--- config.mk ---
export PLATFORM = sky130hd
export DESIGN_NAME = ssa_ctrl
export DESIGN_NICKNAME = d
export VERILOG_FILES = /design/src/rtl/ssa_pkg.sv /design/src/rtl/ssa_ctrl.sv
export SDC_FILE = /design/constraint.sdc
export NUM_CORES = 1
export LEC_CHECK = 0
export BUFFER_PORTS_ARGS = -buffer_cell sky130_fd_sc_hd__buf_2
export CORE_AREA = 2 2 39 41
export CTS_CLUSTER_SIZE = 12
export DETAILED_ROUTE_END_ITERATION = 16
export DIE_AREA = 0 0 41 43
export RECOVER_POWER = 100
export REMOVE_ABC_BUFFERS = 1
export SETUP_SLACK_MARGIN = 0.02
export SLEW_MARGIN = 25
export SYNTH_ARGS = -nofsm -noshare
export SYNTH_HDL_FRONTEND = slang
export SYNTH_SLANG_ARGS = --single-unit
export TNS_END_PERCENT = 50
--- constraint.sdc ---
create_clock -name clk -period 3.2 [get_ports clk]
set_clock_uncertainty 0.15 [all_clocks]
set_input_delay 0.32 -clock clk [delete_from_list [all_inputs] [get_ports clk]]
set_output_delay 0.32 -clock clk [all_outputs]
set_load 0.02 [all_outputs]
--- src/rtl/ssa_pkg.sv ---
// Package for the scaled scatter accumulator: field widths, operation codes,
// controller state type and the command/status structs between controller and datapath.
// No dependencies.
`default_nettype none

package ssa_pkg;

  localparam int unsigned IDX_W   = 12;
  localparam int unsigned VAL_W   = 32;
  localparam int unsigned PROD_W  = 2 * VAL_W;
  localparam int unsigned FRAC_W  = 16;
  localparam int unsigned IN_TDATA_W = 48;

  localparam logic OP_UPDATE = 1'b0;
  localparam logic OP_READ   = 1'b1;

  typedef enum logic [1:0] {
    ST_CLEAR,
    ST_IDLE,
    ST_MUL,
    ST_ACC
  } ssa_state_t;

  typedef struct packed {
    logic clear;   // write zero at the clear counter and advance it
    logic take;    // ready for an input beat
    logic mul;     // register the product
    logic commit;  // write back the entry and load the output register
  } ssa_cmd_t;

  typedef struct packed {
    logic clr_last;  // the clear counter is at the final entry
    logic out_free;  // the output register can take a result this cycle
  } ssa_sts_t;

endpackage

`default_nettype wire

--- src/rtl/ssa_ctrl.sv ---
// Controller for the scaled scatter accumulator: clear pass after reset, then
// accept, multiply and accumulate steps for one item at a time.
// Depends on ssa_pkg.
`default_nettype none

module ssa_ctrl
  import ssa_pkg::*;
(
  input  wire logic     clk,
  input  wire logic     rst_n,
  input  wire logic     in_tvalid,
  input  wire ssa_sts_t sts,
  output ssa_cmd_t      cmd
);

  ssa_state_t state_r;
  ssa_state_t state_nxt;

  always_ff @(posedge clk) begin
    if (!rst_n) begin
      state_r <= ST_CLEAR;
    end else begin
      state_r <= state_nxt;
    end
  end

  always_comb begin
    state_nxt = state_r;
    unique case (state_r)
      ST_CLEAR: begin
        if (sts.clr_last) state_nxt = ST_IDLE;
      end
      ST_IDLE: begin
        if (in_tvalid) state_nxt = ST_MUL;
      end
      ST_MUL: begin
        state_nxt = ST_ACC;
      end
      ST_ACC: begin
        if (sts.out_free) state_nxt = ST_IDLE;
      end
      default: begin
        state_nxt = ST_CLEAR;
      end
    endcase
  end

  always_comb begin
    cmd = '0;
    unique case (state_r)
      ST_CLEAR: cmd.clear  = 1'b1;
      ST_IDLE:  cmd.take   = 1'b1;
      ST_MUL:   cmd.mul    = 1'b1;
      ST_ACC:   cmd.commit = sts.out_free;
      default:  cmd = '0;
    endcase
  end

endmodule

`default_nettype wire

Yosys cells after proc, flatten, opt, wreduce, memory -nomap -nowiden. Cells that the tools add are included.

Equal/unequal tests: 6. Mux-type cells: 8. Reductions and logical operators: 2.

Operators with widths (count): case mux 2 bit (4 select lines) (1); 2-to-1 mux 2 bit (3); inequality test 2 bit, second input constant (3); == test 2 bit, second input constant (2); 2-to-1 mux 1 bit (4); AND reduction 3 bit (1); == test 2 x 1 -> 1 bit, second input constant (1); zero test 2 bit (1).

Register bits after elaboration: 2. Input bits: 5. Output and inout port bits: 4. Logic and storage cells: 17.

Longest topological paths before layout.
Depth after elaboration: 3. Gate-level depth with buffers: 4. Mapped depth without buffers: 4.

Worst setup path after synthesis. OpenSTA, ideal clock, no wires.

Path kind: reg2reg. Start: register state_r[0]. End: register state_r[0]. Library setup time: 72 ps. Data arrival time: 1400 ps. Required time: 2978 ps. Path slack: 1578 ps. Cell stages (with the launch flop): 5. Buffers on the path: 0. Clock period less this slack: 1622 ps. Path through: dfxtp_1 inv_1 ha_1 a222oi_1 mux2i_1.

Cells in the longest elaborated chain, start to end: 3. Elaborated cells on any way between the ends: 9. Those cells by class: eq/ne (6); mux (1); reduce/logical (2).

RTL lines: from (decl) (line ssa_ctrl.sv:16) `ssa_state_t state_r;`; from (signal assigned) (line ssa_ctrl.sv:23) `state_r <= state_nxt;`; == test 2 bit (tied with other cells) (line ssa_ctrl.sv:29) `unique case (state_r)`; inequality test 2 bit (no line); AND reduction 3 bit (no line).

Several ways; a longest one is shown, not always the timed one. A chain may end at the register's enable or synchronous reset.

Final worst setup path.
Start: register state_r[0]. End: register state_r[1].

The elaborated chain is that of the path after synthesis.

==> results.md <==
- Run status: finished clean
- Fin area: 254 sq um
- Mapped Cells: 20
- Worst-path cell chain: inv_1 > ha_1 > a222oi_1 > mux2i_1
- Longest Clk Path Bufs: 2
- Busiest grt layer: met4
- M1 GR Usage: 0.0511
- DRC Markers: 0
- Commonest cells in the netlist: ha_1, inv_1, nand2_1
- Critical path class: register to register
- Pre-antenna DRT Iters: 4
- Leak: 0.136 nW
- Initial Utilization: 0.127
- Rows: 14
- Number of flip-flops in the largest register: 2
- CP required: 3200 ps
- GRT Overall Usage: 0.0571
- Port buffer count: 8
- Final ANT Viol Nets: 0
- Clock latency at the later pin of the worst-skew pair: 220 ps
- Startpoint Class: register
- Register area share after synthesis: 0.227
- Mux cell area share after synthesis: 0.113
- Post-DP HPWL: 286 microns
- Fin crit period: 1650 ps
- Adder-cell area share of the yosys netlist: 0.355
- Share of cells above drive strength 1: 0.258
- First-pass GRT wire length: 572 microns
- Post-synth top area share: 0.355
- Synth-to-layout area growth: 44.0%
- Synth async-reset ratio: 0
- Worst Tran Pin Value: 500 ps
- Critical path's top delay family: compound AO/OA/AOI/OAI gates
- H-tree depth: 1
- Postcts setup bufs: 0
- Synth Cell Area: 176 sq um
- Largest fanout on the critical path: 5
- # hold bufs at CTS: 0
- Pin count of the biggest net entering global routing: 6
- Gr ovfl total: 0
- Largest regs: state_r: 2 flops
- Area leader, netlist: ha_1
- Final GP Congestion: 0.587
- WP buf/inv: 1
- Cts repair resizes: 0
- Post-DR vias/cell: 3.38
- Die H: 43 microns
- # diodes: 0
- NumNets Final: 43
- WL/cell: 7.89 microns
- Worst hold-check path type: input pin to register
- XOR/XNOR Fraction of Synth Area: 0
- Synth Register Bits: 2
- M2 GR Usage: 0.0719
- TritonCTS Sinks: 2
- Initial DRC count: 1
- Vias in the first global route: 155
- Filler Cells Inserted: 156
- Post-synth EDFFs: 0
- Placed cell area: 236 sq um
- Setup TNS: 0 ps
- Synth Area in Simple Gates: 0.142
- Slew Limit Fails: 0
- Reg with most FFs: state_r
- Ys Warns: 0
- Unrepaired setup endpoints after global routing: no
- Mapped Avg Cell Area: 8.82 sq um
- Total CTS buffers: 3
- Hold Fails Final Rpt: 0
- Worst setup EP type: register
- Peak supply drop: 0.150 mV
- CTS root buffer: clkbuf_4
- Largest family of logic cells by synthesized area: adder cells
- Count of cell types in the netlist: 8
- Floorplan die width: 41 microns
- Slew margin rel.: 0.666
- Num ports: 9
- DIE AREA: 0.00176 sq mm
- Fin Hold WS: 243 ps
- Peak per-stage delay on the critical path: 480 ps
- Slowest CP cell: a222oi_1
- Max Cap Viol: 0
- Core Region: 0.00138 sq mm
- Most used DFF post-synth: dfxtp_1
- Top post-synthesis cells by area: ha_1, dfxtp_1, mux2i_1, inv_1, nand2_1
- Total Routed Length: 371 microns
- Met3 Usage GRT: 0.0314
- Initial antenna violation count: 0
- Final worst-path cycle share: 0.515
- Setup-failing EPs final: 0
- Via count: 159
- Arr. time, crit path: 1650 ps
- CTS tree: built
- Max Freq: 0.607 GHz
- Worst-path clk slew: 30 ps
- Power per Cell Area: 733 mW/mm^2
- Synth Area in Compound Gates: 0.0567
placed cells by master, fill, tap and decap left out, types with 2 or more instances in the layout:
cell | netlist | layout
inv_1 | 5 | 5
ha_1 | 5 | 5
buf_2 | 0 | 4
clkbuf_1 | 0 | 4
nand2_1 | 3 | 3
clkbuf_4 | 0 | 3
mux2i_1 | 2 | 2
dfxtp_1 | 2 | 2
cells by family (layout without fill, tap and decap cells):
logic type | Yosys count | count (layout)
AO/OA/AOI/OAI | 1 | 1
buffers and inverters | 5 | 16
AND/OR/NAND/NOR | 5 | 5
adder cells (fa/ha/maj) | 5 | 5
flip-flops | 2 | 2
multiplexers | 2 | 2
path summary, 6_finish.rpt:
kind | startpoint | to | slack [ps] | depth (start not counted)
hold / removal | rst_n | state_r[1] | 240 | 3
setup / recovery | state_r[0] | state_r[1] | 1550 | 4
hold reg to reg | state_r[1] | state_r[1] | 360 | 2
setup reg to reg | state_r[0] | state_r[1] | 1550 | 4
routing by layer:
| metal | vias to the layer above | wire [microns] |
|---|---|---|
| met5 | - | 0 |
| li1 | 86 | - |
| met2 | 9 | 161 |
| met4 | 0 | 0 |
| met3 | 0 | 52 |
| met1 | 64 | 157 |
worst min-delay path: cells and delay by family:
family                 cells  cell delay (ps)
buffers and inverters      1              120
AND/OR/NAND/NOR            1               60
multiplexers               1               60
per-stage QoR:
| stage | std cells | power, mW | setup WS, ps | utilization |
|---|---|---|---|---|
| detailed placement | 44 | 0.136 | 1530 | 0.171 |
| global placement | 44 | 0.134 | 1570 | 0.171 |
| floorplan | 20 | 0.113 | 1580 | - |
| finish | 47 | 0.186 | 1550 | 0.184 |
| global route | 47 | 0.208 | 1360 | 0.184 |
| CTS | 47 | 0.196 | 1520 | 0.187 |
power breakdown:
group	total (mW)	switching [mW]	internal, mW
clock network	0.0556	0.0142	0.0414
logic	0.0861	0.0528	0.0333
registers	0.0445	0.0106	0.0339
layout make-up:
cell class | instances | area (sq um) | area share
Timing Repair Buffer | 8 | 35.0 | 0.138
Clock buffer | 3 | 22.5 | 0.0887
Sequential cell | 2 | 40.0 | 0.158
Inverter | 5 | 18.8 | 0.0739
Tap cell | 16 | 20.0 | 0.0788
Multi-Input combinational cell | 13 | 118 | 0.463
Power figures use the tool's default switching activity.
